--- src/sv/pocr_pkg.sv ---
// ----------------------------------------------------------------------------
// pocr_pkg
// Shared types and constants of the order count derivation and reorder block.
// ----------------------------------------------------------------------------
package pocr_pkg;

  // NAL unit type codes
  localparam logic [4:0] NAL_RADL       = 5'd2;
  localparam logic [4:0] NAL_RASL       = 5'd3;
  localparam logic [4:0] NAL_IDR_W_RADL = 5'd7;
  localparam logic [4:0] NAL_CRA        = 5'd9;
  localparam logic [4:0] NAL_GDR        = 5'd10;
  localparam logic [4:0] NAL_IRAP_RSV   = 5'd11;

  localparam int unsigned LSB_W  = 16;
  localparam logic [4:0]  LG_MIN = 5'd4;
  localparam logic [4:0]  LG_MAX = 5'd16;
  localparam logic [4:0]  LG_RST = 5'd8;

  typedef struct packed {
    logic [4:0]  nal_type;
    logic [2:0]  temporal_id_plus1;
    logic        non_ref_pic;
    logic [15:0] poc_lsb;
    logic        msb_cycle_present;
    logic [27:0] msb_cycle_value;
    logic [7:0]  recovery_count;
  } pocr_unit_t;

  typedef struct packed {
    logic insert;
    logic pop;
  } pocr_cell_ctrl_t;

  typedef struct packed {
    logic update;
    logic clear;
  } pocr_derive_ctrl_t;

endpackage

--- src/sv/pocr_derive.sv ---
// ----------------------------------------------------------------------------
// pocr_derive
// Picture order count derivation; holds the previous reference count.
// ----------------------------------------------------------------------------
module pocr_derive #(
  parameter int unsigned COUNT_WIDTH = 32
) (
  input  logic                       clk_i,
  input  logic                       rst_ni,
  input  pocr_pkg::pocr_derive_ctrl_t ctrl_i,
  input  pocr_pkg::pocr_unit_t       unit_i,
  input  logic [4:0]                 lg_i,
  output logic [COUNT_WIDTH-1:0]     poc_o,
  output logic                       seg_start_o
);
  import pocr_pkg::*;

  localparam int unsigned CW = COUNT_WIDTH;

  logic [CW-1:0]    prev_q, prev_d;
  logic             have_q, have_d;
  logic [LSB_W:0]   max_lsb;
  logic [LSB_W-1:0] mask, half, lsb, ref_lsb;
  logic [CW-1:0]    ref_msb, msb, msb_exp;
  logic             clvss, ref_pic, wrap_up, wrap_dn;

  always_comb begin
    max_lsb  = (LSB_W+1)'(1) << lg_i;
    mask     = LSB_W'(max_lsb - (LSB_W+1)'(1));
    half     = LSB_W'(max_lsb >> 1);
    lsb      = unit_i.poc_lsb & mask;
    ref_lsb  = prev_q[LSB_W-1:0] & mask;
    ref_msb  = prev_q - CW'(ref_lsb);
    msb_exp  = CW'(unit_i.msb_cycle_value) << lg_i;
    wrap_up  = (lsb < ref_lsb) && ((ref_lsb - lsb) >= half);
    wrap_dn  = (lsb > ref_lsb) && ((lsb - ref_lsb) > half);

    clvss = (unit_i.nal_type >= NAL_IDR_W_RADL && unit_i.nal_type <= NAL_CRA) ||
            unit_i.nal_type == NAL_IRAP_RSV ||
            (unit_i.nal_type == NAL_GDR && unit_i.recovery_count == 8'd0);

    if (unit_i.msb_cycle_present) begin
      msb = msb_exp;
    end else if (clvss || !have_q) begin
      msb = '0;
    end else if (wrap_up) begin
      msb = ref_msb + CW'(max_lsb);
    end else if (wrap_dn) begin
      msb = ref_msb - CW'(max_lsb);
    end else begin
      msb = ref_msb;
    end
    poc_o = msb + CW'(lsb);

    // temporal id 0, reference picture, not a leading picture
    ref_pic = unit_i.temporal_id_plus1 == 3'd1 && !unit_i.non_ref_pic &&
              unit_i.nal_type != NAL_RADL && unit_i.nal_type != NAL_RASL;
    seg_start_o = unit_i.nal_type >= NAL_IDR_W_RADL &&
                  unit_i.nal_type <= NAL_IRAP_RSV;

    prev_d = prev_q;
    have_d = have_q;
    if (ctrl_i.clear) begin
      prev_d = '0;
      have_d = 1'b0;
    end else if (ctrl_i.update && ref_pic) begin
      prev_d = poc_o;
      have_d = 1'b1;
    end
  end

  always_ff @(posedge clk_i or negedge rst_ni) begin
    if (!rst_ni) begin
      have_q <= 1'b0;
    end else begin
      have_q <= have_d;
    end
  end

  // only read while have_q is set
  always_ff @(posedge clk_i) begin
    prev_q <= prev_d;
  end

endmodule

--- config.mk ---
export PLATFORM = sky130hd
export DESIGN_NAME = pocr_derive
export DESIGN_NICKNAME = d
export VERILOG_FILES = /design/src/sv/pocr_pkg.sv /design/src/sv/pocr_derive.sv
export SDC_FILE = /design/constraint.sdc
export NUM_CORES = 1
export LEC_CHECK = 0
export BUFFER_PORTS_ARGS = -buffer_cell sky130_fd_sc_hd__buf_2
export CORE_ASPECT_RATIO = 0.75
export CORE_MARGIN = 2
export CORE_UTILIZATION = 50
export DETAILED_ROUTE_END_ITERATION = 12
export PLACE_DENSITY = 0.72
export RECOVER_POWER = 25
export SLEW_MARGIN = 30
export SYNTH_ARGS = -nofsm -noshare
export SYNTH_HDL_FRONTEND = slang
export SYNTH_SLANG_ARGS = --single-unit
--- constraint.sdc ---
create_clock -name clk_i -period 10.5 [get_ports clk_i]
set_input_delay 0.525 -clock clk_i [delete_from_list [all_inputs] [get_ports clk_i]]
set_output_delay 0.525 -clock clk_i [all_outputs]
set_load 0.005 [all_outputs]
==> out/qor.yml <==
run_status: "complete, but fails checks"
failing_checks: "capacitance limit, slew limit"
syn_area_sq_um: 10200
drt_drc_violations_left: 0
groute.usage.overall_pct: 36.4
gr-total-overflow: 0
hp-class: "reg -> reg"
timing.critical_path.arrival_ns: 9.52
drv_slew: 27
largest_area_contributor_in_the_netlist: "ha_1"
drtPass1Iterations: 6
floorplan.core_area_sq_um: 20200
power.ir.vdd_worst_mv: 0.0663
syn-num-nets: 1665
area.growth.synth_to_final_pct: 9.33
yosysTopAreaCellShare_pct: 13.8
final_period_minus_worst_setup_slack_ns: 10.05
clock_insertion_delay_worst_skew_ns: 0.31
tritoncts: "yes"
clk_pin_slew_worst_paths_ns: 0.06
synth_edf_count: 0
max_stage_delay_cell_worst_path: "ha_1"
grt_first_pass_wirelength_um: 61000
multi_input_comb_area_sq_um: 8940
start_util_pct: 50.6
pre_cts_slack_ns: 0.122
holdWs_ns: 0.474
htree_levels: 2
totalWireLength_um: 40400
cts-root-buf: "clkbuf_16"
relSlewSlack_pct: -6.12
place_area_sq_um: 10900
setup-violations-final: 0
post-place-cells: 1776
worstSetupStartpointType: "input pin"
ys_types: 99
highest_layer: "met5"
most_common_library_cells_after_synthesis: "nand2_1, a21oi_1, nor2_1"
post-route-period-util_pct: 95.7
drt-vias-per-instance: 6.58
fp.dieW_um: 169
i_o_pin_count: 104
total_power_divided_by_cell_area_nw_per_um2: 72.5
required_time_at_the_worst_slack_endpoint_ns: 9.98
worst-path-max-fanout: 16
number_of_antenna_violations_at_the_first_check_in_global_routing: 1
final_hold_viol_count: 0
fin_cells: 1793
post-dp-hpwl_um: 32800
fp.dieArea_sq_um: 21600
globalplace.congestion: 1.07
tightest_slew_ns: 1.59
synth_sequential_area_ratio_pct: 6.52
numPortBuffers: 103
finalNetCount: 1721
final_antenna_net_count: 0
critical_path.max_stage_delay_ns: 0.41
dominantRegCellSynth: "dfxtp_1"
yosys_warnings: 0
register_bit_total_from_synthesis: 33
first_global_vias: 10400
postSynth.asyncResetShare_pct: 3.03
grt_max_degree: 61
critical_path_class: "in -> out"
ratio_of_cells_with_drive_above_1_in_the_final_layout_pct: 14.4
syn-instance-count: 1476
cell_leakage_power_nw: 5.01
avgRoutedWirePerCell_um: 22.5
chipHeight_um: 128
detailedRoute.firstIterationViolations: 1629
dr_wl_met2_um: 15100
placement_rows: 45
cp_common_cell: "nand2_1"
fill_cells: 2053
routed-via-count: 11800
max-cap-violations: 1
route.met3.wl_um: 6150
max_freq_mhz: 99.6
tritoncts.num_buffers: 5
final_critical_path_setup_slack_ns: 0.455
syn_avg_cell_area_sq_um: 6.92
skew_ns: 0.0139
ys_top_cells_by_area: "ha_1, dfxtp_1, a21oi_1, nand2_1, nor2_1"
most_common_cell_in_the_netlist: "nand2_1"
critPathCaptureType: "output pin"
clock-sinks: 33
max-clock-path-buffers: 2
seqCellArea_sq_um: 666
final_cell_area_sq_um: 11200
wirelength_met1_um: 18500
cell usage in the layout (no fill, tap or decap), types with 38 or more instances in the layout:
| cell type | netlist | layout |
|---|---|---|
| buf_2 | 10 | 101 |
| inv_1 | 88 | 87 |
| a21o_1 | 38 | 38 |
| ha_1 | 113 | 112 |
| o21ai_0 | 76 | 73 |
| nor2_1 | 123 | 122 |
| xnor2_1 | 47 | 47 |
| nand3_1 | 44 | 44 |
| mux2i_1 | 38 | 38 |
| nand2_1 | 159 | 158 |
| a21oi_1 | 126 | 123 |
state kept, by name (all words and copies together), names as in the netlist:
signal	cells
have_q	1
prev_q	32
cell families (layout without fill, tap and decap cells):
group / Yosys count / after routing / share of synthesized area [%]
and+or+nand+nor: 553 / 553 / 27.5
AOI/OAI and AO/OA: 463 / 463 / 31.0
buffers and inverters: 175 / 232 / 6.70
adders and majority gates: 118 / 118 / 14.8
muxes: 68 / 68 / 7.81
xor gates and xnor gates: 65 / 65 / 5.58
DFF: 33 / 33 / 6.52
other: 1 / 3 / 0.0367
power by group:
part	switching, mW	total (mW)	internal (mW)
Sequential	0.00226	0.129	0.127
Clock	0.0718	0.159	0.0874
Combinational	0.327	0.521	0.193
Total	0.401	0.809	0.407
repair_timing:
| item | in CTS | in global routing |
|---|---|---|
| setup endpoints to repair | 0 | 21 |
| hold buffers | 1 | 0 |
| buffers inserted | 0 | 6 |
| resized for setup | 0 | 19 |
| endpoints found under the hold margin | 1 | 0 |
path summary, 6_finish.rpt:
path                                         from                      end  slack (ns)  depth (start not counted)
setup / recovery                          lg_i[2]                poc_o[30]        0.45                         45
hold / removal             prev_q[3]$_SDFFE_PP0P_   prev_q[3]$_SDFFE_PP0P_        0.47                          2
setup reg to reg           prev_q[0]$_SDFFE_PP0P_  prev_q[30]$_SDFFE_PP0P_        1.95                         40
hold reg to reg            prev_q[3]$_SDFFE_PP0P_   prev_q[3]$_SDFFE_PP0P_        0.47                          2
max in group asynchronous                  rst_ni       have_q$_DFFE_PN0P_        9.90                          2
min in group asynchronous                  rst_ni       have_q$_DFFE_PN0P_        0.51                          2
area by class of cell:
class	count	share of cell area [%]
multi-input combinational	1268	80.1
inverter	91	3.06
sequential	33	5.96
clock inverter	3	0.157
clock buffer	5	1.12
antenna	2	0.0448
timing repair buffer	133	6.67
tap	258	2.89
metrics by stage:
step	utilization, %	power, mW	setup TNS, ns
3_3_place_gp	54.1	0.617	0
3_5_place_dp	54.1	0.621	0
4_1_cts	54.8	0.779	0
5_1_grt	55.3	0.852	-0.0693
6_report	55.4	0.809	0
2_1_floorplan	-	0.469	0
worst max-delay path, delay by kind of cell:
family	cells	cell delay (ns)
xor gates and xnor gates	2	0.23
and+or+nand+nor	13	2.43
adders and majority gates	4	1.32
buffers and inverters	6	0.88
AOI/OAI and AO/OA	20	4.13
per-layer routing:
metal | GRT usage, % | up-vias
li1 | - | 5540
met1 | 55.4 | 5445
met2 | 47.8 | 744
met3 | 13.9 | 66
met4 | 6.44 | 2
met5 | 0 | -
Power figures use the tool's default switching activity.
