### src/sv/pocr_pkg.sv
// ----------------------------------------------------------------------------
// pocr_pkg
// Shared types and constants of the order count derivation and reorder block.
// ----------------------------------------------------------------------------
package pocr_pkg;

  // NAL unit type codes
  localparam logic [4:0] NAL_RADL       = 5'd2;
  localparam logic [4:0] NAL_RASL       = 5'd3;
  localparam logic [4:0] NAL_IDR_W_RADL = 5'd7;
  localparam logic [4:0] NAL_CRA        = 5'd9;
  localparam logic [4:0] NAL_GDR        = 5'd10;
  localparam logic [4:0] NAL_IRAP_RSV   = 5'd11;

  localparam int unsigned LSB_W  = 16;
  localparam logic [4:0]  LG_MIN = 5'd4;
  localparam logic [4:0]  LG_MAX = 5'd16;
  localparam logic [4:0]  LG_RST = 5'd8;

  typedef struct packed {
    logic [4:0]  nal_type;
    logic [2:0]  temporal_id_plus1;
    logic        non_ref_pic;
    logic [15:0] poc_lsb;
    logic        msb_cycle_present;
    logic [27:0] msb_cycle_value;
    logic [7:0]  recovery_count;
  } pocr_unit_t;

  typedef struct packed {
    logic insert;
    logic pop;
  } pocr_cell_ctrl_t;

  typedef struct packed {
    logic update;
    logic clear;
  } pocr_derive_ctrl_t;

endpackage

### src/sv/pocr_cell.sv
// ----------------------------------------------------------------------------
// pocr_cell
// One slot of the sorted segment buffer: sorted insert, shift left on pop.
// ----------------------------------------------------------------------------
module pocr_cell #(
  parameter int unsigned COUNT_WIDTH = 32
) (
  input  logic                     clk_i,
  input  logic                     rst_ni,
  input  pocr_pkg::pocr_cell_ctrl_t ctrl_i,
  input  logic [COUNT_WIDTH-1:0]   new_count_i,
  input  logic [31:0]              new_index_i,
  input  logic                     left_valid_i,
  input  logic [COUNT_WIDTH-1:0]   left_count_i,
  input  logic [31:0]              left_index_i,
  input  logic                     left_disp_i,
  input  logic                     right_valid_i,
  input  logic [COUNT_WIDTH-1:0]   right_count_i,
  input  logic [31:0]              right_index_i,
  output logic                     valid_o,
  output logic [COUNT_WIDTH-1:0]   count_o,
  output logic [31:0]              index_o,
  output logic                     disp_o
);
  import pocr_pkg::*;

  logic                   valid_q, valid_d;
  logic [COUNT_WIDTH-1:0] count_q, count_d;
  logic [31:0]            index_q, index_d;

  // empty slots sort after everything; ties keep arrival order
  assign disp_o = !valid_q || ($signed(new_count_i) < $signed(count_q));

  always_comb begin
    valid_d = valid_q;
    count_d = count_q;
    index_d = index_q;
    if (ctrl_i.pop) begin
      valid_d = right_valid_i;
      count_d = right_count_i;
      index_d = right_index_i;
    end else if (ctrl_i.insert && disp_o) begin
      if (left_disp_i) begin
        valid_d = left_valid_i;
        count_d = left_count_i;
        index_d = left_index_i;
      end else begin
        valid_d = 1'b1;
        count_d = new_count_i;
        index_d = new_index_i;
      end
    end
  end

  always_ff @(posedge clk_i or negedge rst_ni) begin
    if (!rst_ni) begin
      valid_q <= 1'b0;
    end else begin
      valid_q <= valid_d;
    end
  end

  always_ff @(posedge clk_i) begin
    count_q <= count_d;
    index_q <= index_d;
  end

  assign valid_o = valid_q;
  assign count_o = count_q;
  assign index_o = index_q;

endmodule
### config.mk
export PLATFORM = sky130hd
export DESIGN_NAME = pocr_cell
export DESIGN_NICKNAME = d
export VERILOG_FILES = /design/src/sv/pocr_pkg.sv /design/src/sv/pocr_cell.sv
export SDC_FILE = /design/constraint.sdc
export NUM_CORES = 1
export LEC_CHECK = 0
export ABC_CLOCK_PERIOD_IN_PS = 7300
export BUFFER_PORTS_ARGS = -buffer_cell sky130_fd_sc_hd__buf_2
export CAP_MARGIN = 20
export CORE_UTILIZATION = 35
export CTS_BUF_LIST = sky130_fd_sc_hd__clkbuf_16
export DETAILED_ROUTE_END_ITERATION = 8
export PLACE_DENSITY_LB_ADDON = 0.25
export REMOVE_ABC_BUFFERS = 1
export SYNTH_ARGS = -nofsm -noshare
export SYNTH_HDL_FRONTEND = slang
export SYNTH_SLANG_ARGS = --single-unit
### constraint.sdc
create_clock -name clk_i -period 7.3 [get_ports clk_i]
set_input_delay 0.73 -clock clk_i [delete_from_list [all_inputs] [get_ports clk_i]]
set_output_delay 0.73 -clock clk_i [all_outputs]
set_load 0.01 [all_outputs]
==> impl_results.md, run 1 <==
* Yosys top cell area share at 0.465
* Mapped Cells at around 400
* Rows at 39
* FMAX at between 200 and 300 MHz
* Final net count at around 900
* CTS tree: yes
* Hold buffers post-CTS at 0
* Share of layout cells above drive strength 1 at 0.435
* Crit Path Max Fanout at 3
* Vias at just under 4,000
* Clock transition at the registers of the reported paths at ~0.050 ns
* Worst path required time at 6.57 ns
* Minimum clock period at 3.50 ns
* Setup violators final at 0
* Final hold vios at 0
* Vias in the first global route at just under 4,000
* 1st-iter DRT viols at roughly 160
* Commonest non-fill, non-tap cell in the layout: buf_2
* First-pass GRT wire length at roughly 18 mm
* Hpwl dp at ~9.1 mm
* N_diodes at 0
* VDD IR-drop max at around 0.089 mV
* Pwr/cell area at 214 nW/um^2
* Leak pwr at about 3 nW
* CP arrival at between 2 and 3 ns
* Flop pwr share at 0.406
* Cell Area, Synth at 4130 sq um
* DRC at 0
* Post-Route Skew at 0.00844 ns
* Initial antenna violation count at 1
* Crit Reg-Reg Startpoint: count_o[2]
* Initial Util at 0.360
* Max Slew Vio Count at 0
* Clk pwr share at 0.332
* RSZ-0062 raised after global routing: false
* Horiz. Die Dim at ~110 um
* Startpoint Class: input pin
* Synth Area in XOR/XNOR at 0
* WL final at 11.5 mm
* Simple-Gate Fraction of Synth Area at 0.102
* Yosys reg bits at 65
* Synth Area in Adders at 0.0939
* Overall global routing resource usage at 0.190
* Slew @ Worst Pin at ~0.89 ns
* Clock latency on the worst-skew pair at 0.33 ns
* EDFF count, synth at 64
* Mux cell area share after synthesis at 0.159
* Largest family of logic cells by synthesized area: multiplexers
* Synth warn at 0
* I/O Buffers at between 200 and 300
* Post-synthesis sequential area ratio at 0.471
* Crit path kind: input pin to output pin
* Main flop type after synthesis: edfxtp_1
* CTS sink cnt at between 60 and 70
* Area growth syn-to-layout at 42.1%
* Max-cap violation count at 0
* Synth cell types at 35
* Complex-gate fraction of the synthesized area at 0.124
* Sequential Area at slightly below 2000 sq um
* Critical Path End Type: output pin
* Net Sw Power at between 0.0003 and 0.0004 W
* Max Root-Sink Buffers at 2
* Setup TNS at 0 ns
* Post-CTS setup buffers at 0
* Worst Hold Class: input pin to asynchronous set/reset pin
* Area leader, netlist: edfxtp_1
* Sw frac at 0.289
* CTS Buf Count at 9
* Wirelength per Cell at about 14 um
* Via density at about 4.8
* Cts repair resizes at 0
* Logic gate share of total power at 0.262
* Worst Setup SP: new_count_i[23]
* Int Power at 0.000894 W
* I/O pin count at between 200 and 300
* Most frequent cells in the layout: buf_2 (262), nand2_1 (74), o21ai_0 (66), mux2i_1 (64), edfxtp_1 (64)
* Status: completed
* Largest net degree at the start of global routing at about 110
* Final period util at 0.479
* Async set-or-reset flop fraction in the synthesized netlist at 0.0154
* GRT Residual Overflow at 0
* Core area at approximately 11,000 sq um
* DRT Pass-1 Iters at 4
* # H-tree levels at 3
* Gp weighted congestion at 0.825
* Largest cells by area after synthesis: edfxtp_1 (47%), mux2i_1 (16%), ha_1 (9.4%), o21ai_0 (8.0%), nand2_1 (6.7%)
* ANT nets after route at 0
* Avg Cell Area, Syn at between 10 and 15 sq um
* Slew margin rel. at 0.405
* Layout fillers at roughly 1,100
* Multi-input logic area at ~2000 sq um
* Clk root buf: clkbuf_16
* Total die area at ~12,000 sq um
* Die Height at between 100 and 150 um
* Tightest hold margin at ~0.17 ns
## kinds of logic (layout without fill, tap and decap cells)
group                      count (synthesis)  count (layout)
and+or+nand+nor                           96              96
AOI/OAI and AO/OA                         94              94
muxes                                     65              65
DFF                                       65              65
buffers and inverters                     53             314
adders and majority gates                 31              31
## Yosys cell counts (2+ instances only)
master,n
clkbuf_1,16
ha_1,31
nand2_1,74
a211o_1,2
nor2_1,3
nand2b_1,2
nand4_1,6
edfxtp_1,64
buf_2,5
o21ai_0,66
mux2i_1,64
inv_1,31
a21oi_1,13
o21ai_1,4
nand3_1,3
## layer usage
metal | vias up | part of all wire | track usage
li1 | 1971 | - | -
met1 | 1716 | 0.41 | 0.220
met3 | 18 | 0.082 | 0.0530
met5 | - | 0.0011 | 0
met4 | 2 | 0.017 | 0.0693
met2 | 186 | 0.49 | 0.334
## path summary, 6_finish.rpt
kind                       slack (ns)          end  cells past startpoint
hold reg to reg                  0.91      valid_o                      2
setup reg to reg                 4.20  count_o[21]                      9
hold / removal                   0.17      valid_o                      1
setup / recovery                 3.80       disp_o                      9
max in group asynchronous        7.04      valid_o                      1
min in group clk_i               0.67  index_o[19]                      3
## sequential cells by signal (all words and copies together) (netlist names)
signal and cells:
index_o 32, count_o 32, valid_o 1
## power by group through the flow
stage	sequential, W	clock, W	combinational (W)
after floorplan	0.000554	0	0.000130
after global placement	0.000515	0	0.000327
after detailed placement	0.000518	0	0.000334
after CTS	0.000511	0.000427	0.000335
after global routing	0.000517	0.000441	0.000370
final	0.000510	0.000418	0.000330
## metrics by stage
stage / utilization / std cells / area, sq um / total power (W) / setup slack (ns)
after global placement: 0.487 / 792 / 5580 / 0.000842 / 3.81
after global routing: 0.512 / 808 / 5870 / 0.00133 / 3.62
after detailed placement: 0.487 / 792 / 5580 / 0.000851 / 3.73
after CTS: 0.512 / 808 / 5870 / 0.00127 / 3.77
final: 0.512 / 808 / 5870 / 0.00126 / 3.80
after floorplan: - / 382 / 4040 / 0.000685 / 0.00643
## worst max-delay path, cell delays in order
cell      delay, ns
buf_2          0.13
ha_1           0.32
a21oi_1        0.15
o21ai_0        0.15
a221oi_1       0.36
nand3_1        0.22
o21bai_2       0.26
mux2_4         0.30
buf_2          0.14
## cell type report
type | count | area share
clock inverters | 7 | 0.0107
inverters | 31 | 0.0198
multi-input cells | 286 | 0.339
well taps | 143 | 0.0305
flip-flops and latches | 65 | 0.332
clock buffers | 9 | 0.0384
repair buffers | 267 | 0.230
(Power assumes the default switching activity.)
==> inputs of run 2 (changes only) <==
--- a/config.mk
+++ b/config.mk
@@ -5,7 +5,7 @@
 export SDC_FILE = /design/constraint.sdc
 export NUM_CORES = 1
 export LEC_CHECK = 0
-export ABC_CLOCK_PERIOD_IN_PS = 7300
+export ABC_CLOCK_PERIOD_IN_PS = 3000
 export BUFFER_PORTS_ARGS = -buffer_cell sky130_fd_sc_hd__buf_2
 export CAP_MARGIN = 20
 export CORE_UTILIZATION = 35
==> constraint.sdc (replaced) <==
create_clock -name clk_i -period 3 [get_ports clk_i]
set_input_delay 0.3 -clock clk_i [delete_from_list [all_inputs] [get_ports clk_i]]
set_output_delay 0.3 -clock clk_i [all_outputs]
set_load 0.01 [all_outputs]
==> impl_results.md, run 2 (synthesis gave the netlist of run 1 again) <==
* Max Slew Vio Count at 0
* First-pass GRT wire length at 18.5 mm
* Status: completed
* Worst r2r path cells at 9
* Wirelength per Cell at about 14 um
* Vias at between 3,000 and 4,000
* CTS Buf Count at 9
* Rows at 39
* Final net count at ~900
* Overall global routing resource usage at 0.192
* Placed Area at ~5600 sq um
* Commonest non-fill, non-tap cell in the layout: buf_2
* R2R Path End: index_o[30]
* Leak pwr at slightly above 3 nW
* I/O Buffers at approximately 260
* Hpwl dp at between 9 and 10 mm
* Largest net degree at the start of global routing at 65
* Setup TNS at 0 ns
* Max-cap violation count at 0
* I/O pin count at about 270
* Minimum clock period at between 2 and 3 ns
* Vias in the first global route at roughly 3,900
* Share of layout cells above drive strength 1 at 0.433
* Setup violators final at 0
* Placed cells at 795
* Slew margin rel. at 0.630
* Final Instance Count excl. Fillers at around 800
* WL final at roughly 12 mm
* Clk root buf: clkbuf_16
* Horiz. Die Dim at around 110 um
* Worst Hold Class: input pin to register
* Pwr/cell area at a little over 500 nW/um^2
* 1st-iter DRT viols at approximately 110
* Slew @ Worst Pin at 0.555 ns
* Total die area at between 10,000 and 15,000 sq um
* Via density at ~4.8
* Post-Route Skew at approximately 0.0064 ns
* Initial Util at 0.360
* VDD IR-drop max at approximately 0.30 mV
* Crit path kind: register to output pin
* Clock transition at the registers of the reported paths at around 0.050 ns
* Critical Path End Type: output pin
* Core area at between 10,000 and 15,000 sq um
* # H-tree levels at 3
* Clock latency on the worst-skew pair at roughly 0.32 ns
* GRT Residual Overflow at 0
* Initial antenna violation count at 0
* ANT nets after route at 0
* Final period util at 0.931
* Startpoint Class: register
* Worst Hold Path EP: count_o[0]
* Final hold vios at 0
* Crit Reg-Reg Startpoint: count_o[2]
* Setup slack, reg-to-reg at ~0.30 ns
* CP arrival at roughly 2.5 ns
* Most frequent cells in the layout: buf_2 (262), nand2_1 (74), o21ai_0 (66), mux2i_1 (64), edfxtp_1 (64)
* N_diodes at 0
* FMAX at approximately 360 MHz
* Gp weighted congestion at a little over 0.8
* Die Height at approximately 110 um
* Worst Hold Depth at 3
* CTS sink cnt at 65
* Max Root-Sink Buffers at 2
* Crit Path Max Fanout at 3
* Final Cell Area at ~6000 sq um
* Total power at about 0.0031 W
* Area growth syn-to-layout at 43.9%
* DRT Pass-1 Iters at 4
* Fin util at 0.519
* Worst path required time at 2.70 ns
* Critical hold path startpoint: right_count_i[0]
* DRC at 0
* CTS tree: yes
==> run 2: through the flow <==
stage | hold WS, ns | setup slack, ns
finish | 0.250 | 0.208
global route | 0.254 | -0.0198
CTS | 0.236 | 0.0973
detailed placement | 0.0837 | 0.250
global placement | 0.0777 | 0.308
floorplan | 0.00441 | -3.99
==> run 2: timing repair <==
action | 4_1_cts | 5_1_grt
setup buffers | 0 | 1
hold buffers | 1 | 0
endpoints found under the hold margin | 1 | 0
endpoints found under the setup margin | 0 | 1
resized for setup | 0 | 1
==> run 2: final cells by class <==
type / count / area [sq um]
fillers: 1084 / 5520
flip-flops and latches: 65 / 1950
well taps: 143 / 179
inverters: 31 / 116
repair buffers: 272 / 1430
clock inverters: 7 / 53.8
multi-input cells: 286 / 2000
clock buffers: 9 / 225
==> run 2: where the power goes <==
| part | internal (W) | total (W) | leakage [nW] | switching, W |
|---|---|---|---|---|
| logic | 0.000379 | 0.000835 | 2.23 | 0.000456 |
| clock network | 0.000626 | 0.000985 | 0.144 | 0.000359 |
| registers | 0.00118 | 0.00124 | 0.663 | 0.0000553 |
| total | 0.00219 | 0.00306 | 3.04 | 0.000870 |
==> run 2: worst max path at each step <==
stage | end | startpoint | cells after the start
6_report | disp_o | count_o[23] | 9
2_1_floorplan | count_o[0] | count_o[2] | 8
3_5_place_dp | index_o[17] | new_count_i[2] | 9
3_3_place_gp | index_o[21] | new_count_i[2] | 9
4_1_cts | disp_o | count_o[21] | 9
5_1_grt | disp_o | count_o[23] | 9
==> run 2: layer usage <==
metal  global-route usage  share of wire
met3               0.0596          0.075
met1                0.227           0.42
met5                    0              0
met2                0.334           0.50
met4               0.0542         0.0080
==> run 2: critical path: stages (launching register included) <==
cell and delay, ns:
edfxtp_1 0.37, inv_1 0.06, ha_1 0.24, a21oi_1 0.15, o21ai_0 0.15, a221oi_2 0.30
nand3_1 0.21, o21bai_2 0.25, mux2_4 0.29, buf_2 0.14
